--- src/sv/ostt_pkg.sv ---
// Shared types and constants for the ordered software timer table.
`timescale 1ns / 1ps
`default_nettype none

package ostt_pkg;

   // Default table geometry
   localparam int NUM_TIMERS_DEF    = 16;
   localparam int INTERVAL_BITS_DEF = 24;

   // Fixed field widths of the request and response
   localparam int ACTION_W   = 2;
   localparam int ID_W       = 4;
   localparam int TICK_W     = 32;
   localparam int INTERVAL_W = 24;

   // Request actions
   typedef enum logic [ACTION_W-1:0] {
      ACT_TICK  = 2'd0,
      ACT_START = 2'd1,
      ACT_STOP  = 2'd2,
      ACT_EXEC  = 2'd3
   } action_type;

   // Control sequencer states
   typedef enum logic [1:0] {
      ST_IDLE,
      ST_SEARCH,
      ST_MEASURE,
      ST_REPLY
   } state_type;

   // Status of the table scanner
   typedef struct packed {
      logic busy;
      logic done;
      logic found;
   } scan_flag_type;

endpackage

`default_nettype wire

--- src/sv/ostt_if.sv ---
// Request and response channel interfaces of the ordered software timer table.
`timescale 1ns / 1ps
`default_nettype none

interface ostt_req_if
   import ostt_pkg::*;
   ();
   logic                  valid;
   logic                  ready;
   logic [ACTION_W-1:0]   action;
   logic [ID_W-1:0]       timer_id;
   logic [TICK_W-1:0]     time_value;
   logic                  absolute;
   logic                  repeat_req;
   logic [INTERVAL_W-1:0] interval;

   modport source (output valid, action, timer_id, time_value, absolute, repeat_req,
                   interval, input ready);
   modport sink (input valid, action, timer_id, time_value, absolute, repeat_req,
                 interval, output ready);
endinterface

interface ostt_rsp_if
   import ostt_pkg::*;
   ();
   logic              valid;
   logic              ready;
   logic              fired;
   logic [ID_W-1:0]   fired_id;
   logic [TICK_W-1:0] next_timeout;

   modport source (output valid, fired, fired_id, next_timeout, input ready);
   modport sink (input valid, fired, fired_id, next_timeout, output ready);
endinterface

`default_nettype wire

--- src/sv/ordered_software_timer_table.sv ---
// Top level of the ordered software timer table: sequencer, timer flags and response register.
//
//   Channel  Dir  Handshake      Payload
//   req_if   in   valid/ready    action, timer_id, time_value, absolute, repeat_req, interval
//   rsp_if   out  valid/ready    fired, fired_id, next_timeout
//
// Each scan reads one memory entry per cycle.
// Tick, start and stop take one scan per request.
// Execute takes two scans (search, then timeout).
// Reset clears the tick counter and the running and repeating flags.
// A new request is taken while an earlier response still waits; a stalled
// response holds the sequencer in its reply state.
`timescale 1ns / 1ps
`default_nettype none

module ordered_software_timer_table
   import ostt_pkg::*;
#(
   parameter int NUM_TIMERS    = NUM_TIMERS_DEF,
   parameter int INTERVAL_BITS = INTERVAL_BITS_DEF
) (
   input  logic        clock,
   input  logic        reset,
   ostt_req_if.sink    req_if,
   ostt_rsp_if.source  rsp_if
);

   localparam int IDX_W = (NUM_TIMERS > 1) ? $clog2(NUM_TIMERS) : 1;
   localparam int PER_W = INTERVAL_BITS;

   state_type             state_ff, state_in;
   logic [TICK_W-1:0]     tick_ff, tick_in;
   logic [NUM_TIMERS-1:0] running_ff, running_in;
   logic [NUM_TIMERS-1:0] repeating_ff, repeating_in;
   action_type            act_ff, act_in;
   logic                  fired_ff, fired_in;
   logic [ID_W-1:0]       fired_id_ff, fired_id_in;
   logic                  rsp_vld_ff, rsp_vld_in;
   logic                  rsp_fired_ff;
   logic [ID_W-1:0]       rsp_id_ff;
   logic [TICK_W-1:0]     rsp_nt_ff;
   logic                  rsp_load;

   action_type            req_act;
   logic                  id_ok;
   logic [IDX_W-1:0]      id_idx;

   logic                  scan_start;
   logic                  wr_en;
   logic [IDX_W-1:0]      wr_idx;
   logic [TICK_W-1:0]     wr_fire;
   logic [PER_W-1:0]      wr_per;
   logic                  rd_en;
   logic [IDX_W-1:0]      rd_idx;
   logic [TICK_W-1:0]     rd_fire;
   logic [PER_W-1:0]      rd_per;
   scan_flag_type         flags;
   logic [IDX_W-1:0]      best_idx;
   logic [TICK_W-1:0]     best_fire;
   logic [PER_W-1:0]      best_per;

   logic [TICK_W-1:0]     delta;
   logic                  due;
   logic [TICK_W-1:0]     next_timeout;

   ostt_mem #(
      .NUM_TIMERS (NUM_TIMERS),
      .PER_W      (PER_W)
   ) u_mem (
      .clock   (clock),
      .wr_en   (wr_en),
      .wr_idx  (wr_idx),
      .wr_fire (wr_fire),
      .wr_per  (wr_per),
      .rd_en   (rd_en),
      .rd_idx  (rd_idx),
      .rd_fire (rd_fire),
      .rd_per  (rd_per)
   );

   ostt_scan #(
      .NUM_TIMERS (NUM_TIMERS),
      .PER_W      (PER_W)
   ) u_scan (
      .clock     (clock),
      .reset     (reset),
      .start     (scan_start),
      .running   (running_ff),
      .rd_en     (rd_en),
      .rd_idx    (rd_idx),
      .rd_fire   (rd_fire),
      .rd_per    (rd_per),
      .flags     (flags),
      .best_idx  (best_idx),
      .best_fire (best_fire),
      .best_per  (best_per)
   );

   // Decode the request
   assign req_act = action_type'(req_if.action);
   assign id_ok   = (32'(req_if.timer_id) < NUM_TIMERS);
   assign id_idx  = IDX_W'(req_if.timer_id);

   // Time from now to the earliest timer; due when zero or past
   assign delta        = best_fire - tick_ff;
   assign due          = (delta == '0) || delta[TICK_W-1];
   assign next_timeout = !flags.found ? '1 : (due ? '0 : delta);

   assign req_if.ready = (state_ff == ST_IDLE);

   // Sequence the request: apply, search, fire, measure, reply
   always_comb begin
      state_in     = state_ff;
      tick_in      = tick_ff;
      running_in   = running_ff;
      repeating_in = repeating_ff;
      act_in       = act_ff;
      fired_in     = fired_ff;
      fired_id_in  = fired_id_ff;
      scan_start   = 1'b0;
      wr_en        = 1'b0;
      wr_idx       = best_idx;
      wr_fire      = best_fire + TICK_W'(best_per);
      wr_per       = best_per;
      rsp_vld_in   = rsp_vld_ff && !rsp_if.ready;
      rsp_load     = 1'b0;
      case (state_ff)
         ST_IDLE: begin
            if (req_if.valid) begin
               act_in      = req_act;
               fired_in    = 1'b0;
               fired_id_in = '0;
               scan_start  = 1'b1;
               case (req_act)
                  ACT_TICK: begin
                     tick_in = tick_ff + TICK_W'(1);
                  end
                  ACT_START: begin
                     if (id_ok) begin
                        wr_en                = 1'b1;
                        wr_idx               = id_idx;
                        wr_fire              = req_if.absolute ? req_if.time_value
                                                               : req_if.time_value + tick_ff;
                        wr_per               = PER_W'(req_if.interval);
                        running_in[id_idx]   = 1'b1;
                        repeating_in[id_idx] = req_if.repeat_req;
                     end
                  end
                  ACT_STOP: begin
                     if (id_ok) begin
                        running_in[id_idx] = 1'b0;
                     end
                  end
                  default: ;
               endcase
               state_in = (req_act == ACT_EXEC) ? ST_SEARCH : ST_MEASURE;
            end
         end
         ST_SEARCH: begin
            if (flags.done) begin
               // Fire the earliest timer if due; re-arm or disarm it
               if (flags.found && due) begin
                  fired_in    = 1'b1;
                  fired_id_in = ID_W'(best_idx);
                  if (repeating_ff[best_idx]) begin
                     wr_en = 1'b1;
                  end else begin
                     running_in[best_idx] = 1'b0;
                  end
               end
               scan_start = 1'b1;
               state_in   = ST_MEASURE;
            end
         end
         ST_MEASURE: begin
            if (flags.done) begin
               state_in = ST_REPLY;
            end
         end
         ST_REPLY: begin
            if (!rsp_vld_ff || rsp_if.ready) begin
               rsp_load   = 1'b1;
               rsp_vld_in = 1'b1;
               state_in   = ST_IDLE;
            end
         end
         default: begin
            state_in = ST_IDLE;
         end
      endcase
   end

   always_ff @(posedge clock) begin
      if (reset) begin
         state_ff     <= ST_IDLE;
         tick_ff      <= '0;
         running_ff   <= '0;
         repeating_ff <= '0;
         fired_ff     <= 1'b0;
         rsp_vld_ff   <= 1'b0;
      end else begin
         state_ff     <= state_in;
         tick_ff      <= tick_in;
         running_ff   <= running_in;
         repeating_ff <= repeating_in;
         fired_ff     <= fired_in;
         rsp_vld_ff   <= rsp_vld_in;
      end
   end

   // Hold the request action, fired index and the response payload
   always_ff @(posedge clock) begin
      act_ff      <= act_in;
      fired_id_ff <= fired_id_in;
      if (rsp_load) begin
         rsp_fired_ff <= fired_ff;
         rsp_id_ff    <= fired_id_ff;
         rsp_nt_ff    <= next_timeout;
      end
   end

   assign rsp_if.valid        = rsp_vld_ff;
   assign rsp_if.fired        = rsp_fired_ff;
   assign rsp_if.fired_id     = rsp_id_ff;
   assign rsp_if.next_timeout = rsp_nt_ff;

   a_fire_on_exec: assert property (@(posedge clock) disable iff (reset)
      fired_ff |-> (act_ff == ACT_EXEC))
      else $error("timer fired for a request other than execute");

   a_write_idle_scan: assert property (@(posedge clock) disable iff (reset)
      wr_en |-> !flags.busy)
      else $error("entry written while the scanner reads the table");

   a_done_in_wait: assert property (@(posedge clock) disable iff (reset)
      flags.done |-> (state_ff == ST_SEARCH) || (state_ff == ST_MEASURE))
      else $error("scan finished while the sequencer was not waiting on it");

   a_reply_then_idle: assert property (@(posedge clock) disable iff (reset)
      rsp_load |=> (state_ff == ST_IDLE) && rsp_vld_ff)
      else $error("response loaded but sequencer did not return to idle");

endmodule

`default_nettype wire

--- src/sv/ostt_mem.sv ---
// Timer entry memory: fire tick and repeat period, one write and one read port.
`timescale 1ns / 1ps
`default_nettype none

module ostt_mem
   import ostt_pkg::*;
#(
   parameter int NUM_TIMERS = NUM_TIMERS_DEF,
   parameter int PER_W      = INTERVAL_BITS_DEF
) (
   input  logic                  clock,
   input  logic                  wr_en,
   input  logic [((NUM_TIMERS > 1) ? $clog2(NUM_TIMERS) : 1)-1:0] wr_idx,
   input  logic [TICK_W-1:0]     wr_fire,
   input  logic [PER_W-1:0]      wr_per,
   input  logic                  rd_en,
   input  logic [((NUM_TIMERS > 1) ? $clog2(NUM_TIMERS) : 1)-1:0] rd_idx,
   output logic [TICK_W-1:0]     rd_fire,
   output logic [PER_W-1:0]      rd_per
);

   logic [TICK_W-1:0] fire_mem [NUM_TIMERS];
   logic [PER_W-1:0]  per_mem [NUM_TIMERS];
   logic [TICK_W-1:0] rd_fire_ff;
   logic [PER_W-1:0]  rd_per_ff;

   // Write the entry
   always_ff @(posedge clock) begin
      if (wr_en) begin
         fire_mem[wr_idx] <= wr_fire;
         per_mem[wr_idx]  <= wr_per;
      end
   end

   // Read the entry, data registered and available in the next cycle
   always_ff @(posedge clock) begin
      if (rd_en) begin
         rd_fire_ff <= fire_mem[rd_idx];
         rd_per_ff  <= per_mem[rd_idx];
      end
   end

   assign rd_fire = rd_fire_ff;
   assign rd_per  = rd_per_ff;

endmodule

`default_nettype wire

--- src/sv/ostt_scan.sv ---
// Table scanner: walks the entry memory once and keeps the earliest running timer.
`timescale 1ns / 1ps
`default_nettype none

module ostt_scan
   import ostt_pkg::*;
#(
   parameter int NUM_TIMERS = NUM_TIMERS_DEF,
   parameter int PER_W      = INTERVAL_BITS_DEF
) (
   input  logic                  clock,
   input  logic                  reset,
   input  logic                  start,
   input  logic [NUM_TIMERS-1:0] running,
   output logic                  rd_en,
   output logic [((NUM_TIMERS > 1) ? $clog2(NUM_TIMERS) : 1)-1:0] rd_idx,
   input  logic [TICK_W-1:0]     rd_fire,
   input  logic [PER_W-1:0]      rd_per,
   output scan_flag_type         flags,
   output logic [((NUM_TIMERS > 1) ? $clog2(NUM_TIMERS) : 1)-1:0] best_idx,
   output logic [TICK_W-1:0]     best_fire,
   output logic [PER_W-1:0]      best_per
);

   localparam int IDX_W = (NUM_TIMERS > 1) ? $clog2(NUM_TIMERS) : 1;
   localparam int CNT_W = $clog2(NUM_TIMERS + 1);

   logic              busy_ff, busy_in;
   logic [CNT_W-1:0]  cnt_ff, cnt_in;
   logic              chk_ff, chk_last_ff;
   logic [IDX_W-1:0]  chk_idx_ff;
   logic              done_ff;
   logic              found_ff, found_in;
   logic [IDX_W-1:0]  best_idx_ff;
   logic [TICK_W-1:0] best_fire_ff;
   logic [PER_W-1:0]  best_per_ff;
   logic              last_rd;
   logic [TICK_W-1:0] diff;
   logic              take;

   assign last_rd = (cnt_ff == CNT_W'(NUM_TIMERS - 1));
   assign rd_en   = busy_ff;
   assign rd_idx  = cnt_ff[IDX_W-1:0];

   // Advance the read address over all entries
   always_comb begin
      busy_in = busy_ff;
      cnt_in  = cnt_ff;
      if (start) begin
         busy_in = 1'b1;
         cnt_in  = '0;
      end else if (busy_ff) begin
         cnt_in = cnt_ff + CNT_W'(1);
         if (last_rd) begin
            busy_in = 1'b0;
         end
      end
   end

   // Keep the entry only if it is strictly earlier, so ties stay at the lowest index
   assign diff     = rd_fire - best_fire_ff;
   assign take     = chk_ff && running[chk_idx_ff] && (!found_ff || diff[TICK_W-1]);
   assign found_in = start ? 1'b0 : (found_ff || take);

   always_ff @(posedge clock) begin
      if (reset) begin
         busy_ff     <= 1'b0;
         cnt_ff      <= '0;
         chk_ff      <= 1'b0;
         chk_last_ff <= 1'b0;
         done_ff     <= 1'b0;
         found_ff    <= 1'b0;
      end else begin
         busy_ff     <= busy_in;
         cnt_ff      <= cnt_in;
         chk_ff      <= busy_ff;
         chk_last_ff <= busy_ff && last_rd;
         done_ff     <= chk_ff && chk_last_ff;
         found_ff    <= found_in;
      end
   end

   // Hold the best entry
   always_ff @(posedge clock) begin
      chk_idx_ff <= rd_idx;
      if (take) begin
         best_idx_ff  <= chk_idx_ff;
         best_fire_ff <= rd_fire;
         best_per_ff  <= rd_per;
      end
   end

   assign flags.busy  = busy_ff || chk_ff;
   assign flags.done  = done_ff;
   assign flags.found = found_ff;
   assign best_idx    = best_idx_ff;
   assign best_fire   = best_fire_ff;
   assign best_per    = best_per_ff;

   a_start_idle: assert property (@(posedge clock) disable iff (reset)
      start |-> !(busy_ff || chk_ff))
      else $error("scan started while a scan is in flight");

   a_done_after_walk: assert property (@(posedge clock) disable iff (reset)
      done_ff |-> !busy_ff && !chk_ff)
      else $error("scan done while entries are still being read");

endmodule

`default_nettype wire
--- src/flat_wrapper.sv ---
// flat-port wrapper written by rule: the top's interface ports become plain ports
module ordered_software_timer_table_flat import ostt_pkg::*;
#(
   parameter int NUM_TIMERS    = NUM_TIMERS_DEF,
   parameter int INTERVAL_BITS = INTERVAL_BITS_DEF
)
  (clock, reset, req_if_valid, req_if_action, req_if_timer_id, req_if_time_value, req_if_absolute, req_if_repeat_req, req_if_interval, req_if_ready, rsp_if_valid, rsp_if_fired, rsp_if_fired_id, rsp_if_next_timeout, rsp_if_ready);
  ostt_req_if req_if_i ();
  ostt_rsp_if rsp_if_i ();
  input  logic clock;
  input  logic reset;
  input wire logic [$bits(req_if_i.valid)-1:0] req_if_valid;
  input wire logic [$bits(req_if_i.action)-1:0] req_if_action;
  input wire logic [$bits(req_if_i.timer_id)-1:0] req_if_timer_id;
  input wire logic [$bits(req_if_i.time_value)-1:0] req_if_time_value;
  input wire logic [$bits(req_if_i.absolute)-1:0] req_if_absolute;
  input wire logic [$bits(req_if_i.repeat_req)-1:0] req_if_repeat_req;
  input wire logic [$bits(req_if_i.interval)-1:0] req_if_interval;
  output wire logic [$bits(req_if_i.ready)-1:0] req_if_ready;
  output wire logic [$bits(rsp_if_i.valid)-1:0] rsp_if_valid;
  output wire logic [$bits(rsp_if_i.fired)-1:0] rsp_if_fired;
  output wire logic [$bits(rsp_if_i.fired_id)-1:0] rsp_if_fired_id;
  output wire logic [$bits(rsp_if_i.next_timeout)-1:0] rsp_if_next_timeout;
  input wire logic [$bits(rsp_if_i.ready)-1:0] rsp_if_ready;
  assign req_if_i.valid = req_if_valid;
  assign req_if_i.action = req_if_action;
  assign req_if_i.timer_id = req_if_timer_id;
  assign req_if_i.time_value = req_if_time_value;
  assign req_if_i.absolute = req_if_absolute;
  assign req_if_i.repeat_req = req_if_repeat_req;
  assign req_if_i.interval = req_if_interval;
  assign req_if_ready = req_if_i.ready;
  assign rsp_if_valid = rsp_if_i.valid;
  assign rsp_if_fired = rsp_if_i.fired;
  assign rsp_if_fired_id = rsp_if_i.fired_id;
  assign rsp_if_next_timeout = rsp_if_i.next_timeout;
  assign rsp_if_i.ready = rsp_if_ready;
  ordered_software_timer_table #(.NUM_TIMERS(NUM_TIMERS), .INTERVAL_BITS(INTERVAL_BITS)) u_core (.clock(clock), .reset(reset), .req_if(req_if_i), .rsp_if(rsp_if_i));
endmodule
--- config.mk ---
export PLATFORM = sky130hd
export DESIGN_NAME = ordered_software_timer_table_flat
export DESIGN_NICKNAME = d
export VERILOG_FILES = /design/src/sv/ostt_pkg.sv /design/src/sv/ostt_if.sv /design/src/sv/ordered_software_timer_table.sv /design/src/sv/ostt_mem.sv /design/src/sv/ostt_scan.sv /design/src/flat_wrapper.sv
export SDC_FILE = /design/constraint.sdc
export NUM_CORES = 2
export LEC_CHECK = 0
export BUFFER_PORTS_ARGS = -buffer_cell sky130_fd_sc_hd__buf_2
export CAP_MARGIN = 20
export CORE_MARGIN = 3
export CORE_UTILIZATION = 50
export DETAILED_ROUTE_END_ITERATION = 10
export MAX_ROUTING_LAYER = met4
export PLACE_DENSITY = 0.66
export REMOVE_ABC_BUFFERS = 1
export SYNTH_ARGS = -nofsm -noshare
export SYNTH_HDL_FRONTEND = slang
export SYNTH_SLANG_ARGS = --single-unit
--- constraint.sdc ---
create_clock -name clock -period 19.14 [get_ports clock]
set_input_delay 2.871 -clock clock [delete_from_list [all_inputs] [get_ports clock]]
set_output_delay 2.871 -clock clock [all_outputs]
set_load 0.05 [all_outputs]
# Yosys cells after proc, flatten, opt, wreduce, memory -nomap -nowiden
# Memory sizes are Yosys's and may differ from the RTL's. A register that Yosys moved wholly into a read port is not among the register bits.
# Index checks and enable logic that the tools add are counted.
[totals]
register_bits = 183
ramBits = 896
input_bits = 68
out_inout_bits = 39
wordCells = 135
memories = 2
[mem_list]
columns = ["memory", "depth", "word_bits", "read_ports", "rd_ports_with_merged_regs", "write_ports", "line_no", "rtl"]
rows = [
  ["u_core.u_mem.fire_mem", 16, 32, 1, 1, 1, "ostt_mem.sv:22", "logic [TICK_W-1:0] fire_mem [NUM_TIMERS];"],
  ["u_core.u_mem.per_mem", 16, 24, 1, 1, 1, "ostt_mem.sv:23", "logic [PER_W-1:0] per_mem [NUM_TIMERS];"],
]
[op_classes]
addsub = 6
order_cmp = 5
eq_ne = 14
n_mux = 58
bitwise = 5
n_reduce_logical = 25
[ops]
columns = ["cell", "n"]
rows = [
  ["$mux W32", 5],
  ["$mux W24", 3],
  ["$mux W16", 4],
  ["$pmux W16 S2", 2],
  ["$sub A32 B32 Y32", 2],
  ["$add A32 B1 Y32 const B", 1],
  ["$add A32 B24 Y32", 1],
  ["$add A32 B32 Y32", 1],
  ["$and A16 B16 Y16", 2],
  ["$logic_not A32 Y1", 1],
  ["$not A16 Y16", 2],
  ["$mux W4", 6],
  ["$mux W1", 23],
  ["$bwmux W16", 1],
  ["$or A16 B16 Y16", 1],
  ["$lt A4 B5 Y1 const B", 3],
  ["$mux W2", 5],
  ["$bmux W1 S4", 2],
  ["$demux W1 S4", 2],
  ["$eq A2 B2 Y1 const B", 4],
  ["$ge A4 B1 Y1 const B", 2],
  ["$logic_and A1 B1 Y1", 8],
  ["$ne A2 B2 Y1 const B", 4],
  ["$pmux W2 S4", 1],
  ["15 further kinds", 27],
]

# Longest topological paths before layout
[logic_depth]
word_depth = 10
mapped_depth = 16
depth_no_buf = 15

# By module
# A second synthesis with hierarchy kept.
[hier_totals]
hier_cells = 3134
hier_area_um2 = 49520.0
[modules_own_cells]
columns = ["module", "n_inst", "cells_each", "area_each_um2", "seq_area_each_um2"]
rows = [
  ["ostt_mem", 1, 1445, 35235.0, 28587.4],
  ["ordered_software_timer_table", 1, 1464, 11060.6, 2592.5],
  ["ostt_scan", 1, 225, 3224.3, 2082.0],
]

# Least setup slack after synthesis
# No wires, ideal clock.
[synth_path]
path_kind = "input to register"
from = "input req_if_action[1]"
to = "memory u_core.u_mem.fire_mem[11][0] (enable)"
setup_time_ps = 554
arrival_time_ps = 8215
required_ps = 18586
path_slack_ps = 10372
path_stages = 7
path_buffers = 1
cell_sequence = "inv_1 ha_1 and3_1 clkbuf_1 nor3b_1 nand3_1 o31ai_1"
[synth_via]
elab_chain_cells = 6
word_cells_on_any_way = 9
cone_classes = "1 x eq/ne; 8 x mux"
[synth_lines]
columns = ["item", "line_no", "rtl"]
rows = [
  ["start: declaration", "flat_wrapper.sv:13", "input wire logic [$bits(req_if_i.action)-1:0] req_if_action;"],
  ["$eq A2 B1 Y1 *", "ordered_software_timer_table.sv:134", "case (req_act)"],
  ["$mux W1", "ordered_software_timer_table.sv:134", ""],
  ["$mux W1", "ordered_software_timer_table.sv:129", "if (req_if.valid) begin"],
  ["$pmux W1 S2", "ordered_software_timer_table.sv:127", "case (state_ff)"],
  ["$mux W1", "ostt_mem.sv:29", "if (wr_en) begin"],
  ["$mux W1 (not written as such)", "ostt_mem.sv:30", "fire_mem[wr_idx] <= wr_fire;"],
  ["end: declaration", "ostt_mem.sv:22", ""],
]
# Every way passes the cells marked *; elsewhere a longest branch is shown, timed or not.

# Final worst setup path
[layout_path]
from = "register u_core.u_scan.best_fire_ff[0], in the netlist u_core.u_scan.best_fire[0]"
to = "memory u_core.u_mem.fire_mem[14][19] (enable)"
[layout_via]
elab_chain_cells = 9
[layout_lines]
columns = ["item", "line_no", "rtl"]
rows = [
  ["start: declaration", "ostt_scan.sv:35", "logic [TICK_W-1:0] best_fire_ff;"],
  ["start signal: assignment", "ostt_scan.sv:88", "best_fire_ff <= rd_fire;"],
  ["$sub A32 B32 Y32 *", "ordered_software_timer_table.sv:105", "assign delta = best_fire - tick_ff;"],
  ["$logic_not A32 Y1", "ordered_software_timer_table.sv:106", "assign due = (delta == '0) || delta[TICK_W-1];"],
  ["$logic_or A1 B1 Y1 *", "ordered_software_timer_table.sv:106", ""],
  ["$logic_and A1 B1 Y1 *", "ordered_software_timer_table.sv:162", "if (flags.found && due) begin"],
  ["$mux W1 *", "ordered_software_timer_table.sv:162", ""],
  ["$mux W1 *", "ordered_software_timer_table.sv:160", "if (flags.done) begin"],
  ["$pmux W1 S2 *", "ordered_software_timer_table.sv:127", ""],
  ["$mux W1 *", "ostt_mem.sv:29", ""],
  ["$mux W1 (not written as such) *", "ostt_mem.sv:30", ""],
]
# Marked as above.

==> reports/qor.csv <==
stage,metric,value,unit
status,status,completed,
clock_tree,clk_latency,690,ps
clock_tree,post_cts_buffers,0,
routing,drc,0,
worst_setup_path,crit_path_end_kind,register,
worst_setup_path,critPathRequiredTime,19440,ps
job,cap_violations,0,
routing,num_vias,27702,
clock_tree,cts_tree,yes,
worst_setup_path,crit_chain,inv_1 -> ha_1 -> fa_1 -> nand2b_1 -> a21oi_1 -> o21ai_1 -> a211oi_2 -> nor2_1 -> or4_1 -> a31oi_1 -> or4b_4 -> nor3_2 -> a41o_2 -> nand4_1 -> o21ai_4 -> buf_4 -> buf_4,
global_routing,grt_usage,25.02,%
clock_tree,clkTransAtPathRegs,60,ps
yosys,ys_ff_latch,1135,
yosys,synth_edf_count,1053,
yosys,ys_seq_area_share,67.98,%
place,io_buffer_count,106,
die,ios,107,
clock_tree,htreeDepth,3,
worst_setup_path,crit_buf_inv,3,
worst_setup_path,worstPathMaxFanout,28,
worst_setup_path,start_kind,register,
die,fp.dieW,318.8,µm
yosys,synth-async-reset-ratio,0,%
pwr,p_per_area,99.33,nW/µm²
global_routing,grt_overflow,0,
final_layout,areaGrowthSynthToFinish,12.31,%
yosys,yosysTopAreaCell,edfxtp_1,
pwr,leakage,17.66,nW
pwr,irDropWorstVdd,83.85,µV
yosys,synth.area.top_cells,"edfxtp_1, mux4_2, dfxtp_1",
timing,tns,0,ps
yosys,ys_types,80,
timing,relSlewSlack,16.71,%
min_path,hp-class,register to register,
die,die_y,318.8,µm
timing,worst_hold_slack,405.0,ps
routing,routed_wl,123.0,mm
clock_tree,ctsResizeCount,0,
worst_setup_path,slowest_stage,o21ai_4,
clock_tree,cts_buffer_depth,3,
routing,vias_per_cell,6.232,
yosys,synth_top_cell_area_share,64.62,%
worst_setup_path,cp_slowest_stage_delay,890,ps
clock_tree,ctsRootBufferMaster,clkbuf_16,
timing,fmaxAchievable,0.1399,GHz
yosys,ys.warnings.count,0,
clock_tree,cts_hold_buf,0,
timing,skew,27.78,ps
global_routing,grt_max_degree,165,
global_routing,antenna_found_initial,4,
final_layout,fin_util,56.74,%
yosys,syn_avg_cell_area,16.82,µm²
timing,setup_viol,0,
worst_setup_path,criticalPathCategory,register to register,
timing,fin_crit_sh,37.34,%
routing,drt_pass1_iterations,8,
die,core.rowCount,114,
clock_tree,numCtsBuffers,109,
worst_setup_path,cp_common_cell,buf_4,
timing,drv_slew,0,
yosys,syn_inst,2910,
yosys,synth_commonest_cells,"edfxtp_1, mux4_2, nand2_1, nor2_1, ha_1",
worst_setup_path,critical_path_arrival,7440,ps
timing,tightest_slew,1249,ps
routing,drtAntennaViolNets,0,
global_routing,grt_pass1_vias,27766,
timing,rsz0062_at_grt,no,
worst_setup_path,cp_top_family,compound AO/OA/AOI/OAI gates,
yosys,syn_area,48930,µm²
yosys,synth.most_common_cell,edfxtp_1,
place,place_congestion,0.9617,
global_routing,grt_pass1_wl,182.6,mm
die,die-area,101700,µm²
yosys,ys.flop_type,edfxtp_1,
final_layout,layout-drive-gt1-share,20.80,%
place,dp_hpwl,71.97,mm
routing,routedWlPerCell,27.67,µm
clock_tree,numClockSinks,1135,
timing,hold_viol,0,
routing,drt-initial-drc-count,3076,
final_layout,final_nets,3269,
timing,min_period,7147,ps
die,core_area,96850,µm²
die,initial_utilization,50.52,%
[placed cells by master, fill, tap and decap left out, types with 90 or more instances in the layout]
| cell type | n |
|---|---|
| edfxtp_1 | 1053 |
| mux4_2 | 290 |
| nand2_1 | 200 |
| nor2_1 | 136 |
| ha_1 | 127 |
| a21oi_1 | 118 |
| clkbuf_16 | 110 |
| buf_2 | 106 |
| inv_1 | 95 |
| o21ai_0 | 90 |
[area by class of cell]
| type | instances | area, µm² |
|---|---|---|
| inverters | 95 | 356.6 |
| repair buffers | 176 | 1114 |
| clock inverters | 63 | 683.2 |
| diodes | 5 | 12.51 |
| flip-flops and latches | 1135 | 33280 |
| fillers | 7272 | 41900 |
| multi-input cells | 1554 | 15040 |
| clock buffers | 141 | 2869 |
| well taps | 1276 | 1597 |
[where the power goes]
part | internal (W) | switching (W) | leakage [nW]
sequential | 0.00280 | 0.0000337 | 10.0
combinational | 0.000214 | 0.000279 | 5.91
clock | 0.00122 | 0.000912 | 1.71
total | 0.00423 | 0.00123 | 17.7
[kinds of logic after synthesis]
logic type	count (synthesis)	synth area share (%)
muxes	304	13.63
xor gates and xnor gates	106	1.897
buffers and inverters	221	1.749
AOI/OAI and AO/OA	438	5.769
and+or+nand+nor	576	5.605
adders and majority gates	130	3.370
DFF	1135	67.98
[registers in the layout, indices dropped and copies added (netlist names), 2 cells and up, named ones only]
name,count
u_core.rsp_if.fired_id,4
u_core.u_mem.rd_per,24
u_core.u_scan.cnt_ff,5
u_core.fired_id_ff,4
u_core.repeating_ff,16
u_core.tick_ff,32
u_core.rsp_if.next_timeout,32
u_core.u_scan.best_fire,32
u_core.u_scan.chk_idx_ff,4
u_core.u_scan.best_per,24
u_core.u_mem.rd_fire,32
u_core.u_scan.best_idx,4
u_core.u_mem.per_mem,384
u_core.state_ff,2
u_core.u_mem.fire_mem,512
[stage by stage]
stage / std cells / total power, W / instance area [µm²] / setup WS [ps]
finish: 4445 / 0.005458 / 54950 / 11990
floorplan: 2784 / 0.003308 / 48430 / 8513
global placement: 4216 / 0.003354 / 51210 / 11530
detailed placement: 4218 / 0.003371 / 51220 / 11450
CTS: 4422 / 0.005497 / 54770 / 12050
global route: 4445 / 0.005646 / 54950 / 11640
[final timing paths]
| check | from | endpoint | slack [ps] | cells past startpoint |
|---|---|---|---|---|
| setup / recovery | u_core.u_scan.best_fire[0]$_DFFE_PP_ | u_core.u_mem.fire_mem[14][19]$_DFFE_PP_ | 11990 | 17 |
| hold / removal | u_core.u_mem.rd_per[6]$_DFFE_PP_ | u_core.u_scan.best_per[6]$_DFFE_PP_ | 400 | 0 |
| hold reg to reg | u_core.u_mem.rd_per[6]$_DFFE_PP_ | u_core.u_scan.best_per[6]$_DFFE_PP_ | 400 | 0 |
| setup reg to reg | u_core.u_scan.best_fire[0]$_DFFE_PP_ | u_core.u_mem.fire_mem[14][19]$_DFFE_PP_ | 11990 | 17 |
[routing by layer]
layer / part of all wire, % / GRT usage (%) / up-vias
li1: - / - / 11899
met4: 2.8 / 7.789 / 0
met2: 48 / 39.12 / 1210
met3: 7.8 / 3.547 / 214
met5: 0 / - / -
met1: 41 / 34.52 / 14379
Note: power is estimated with default switching activity, not from simulation.
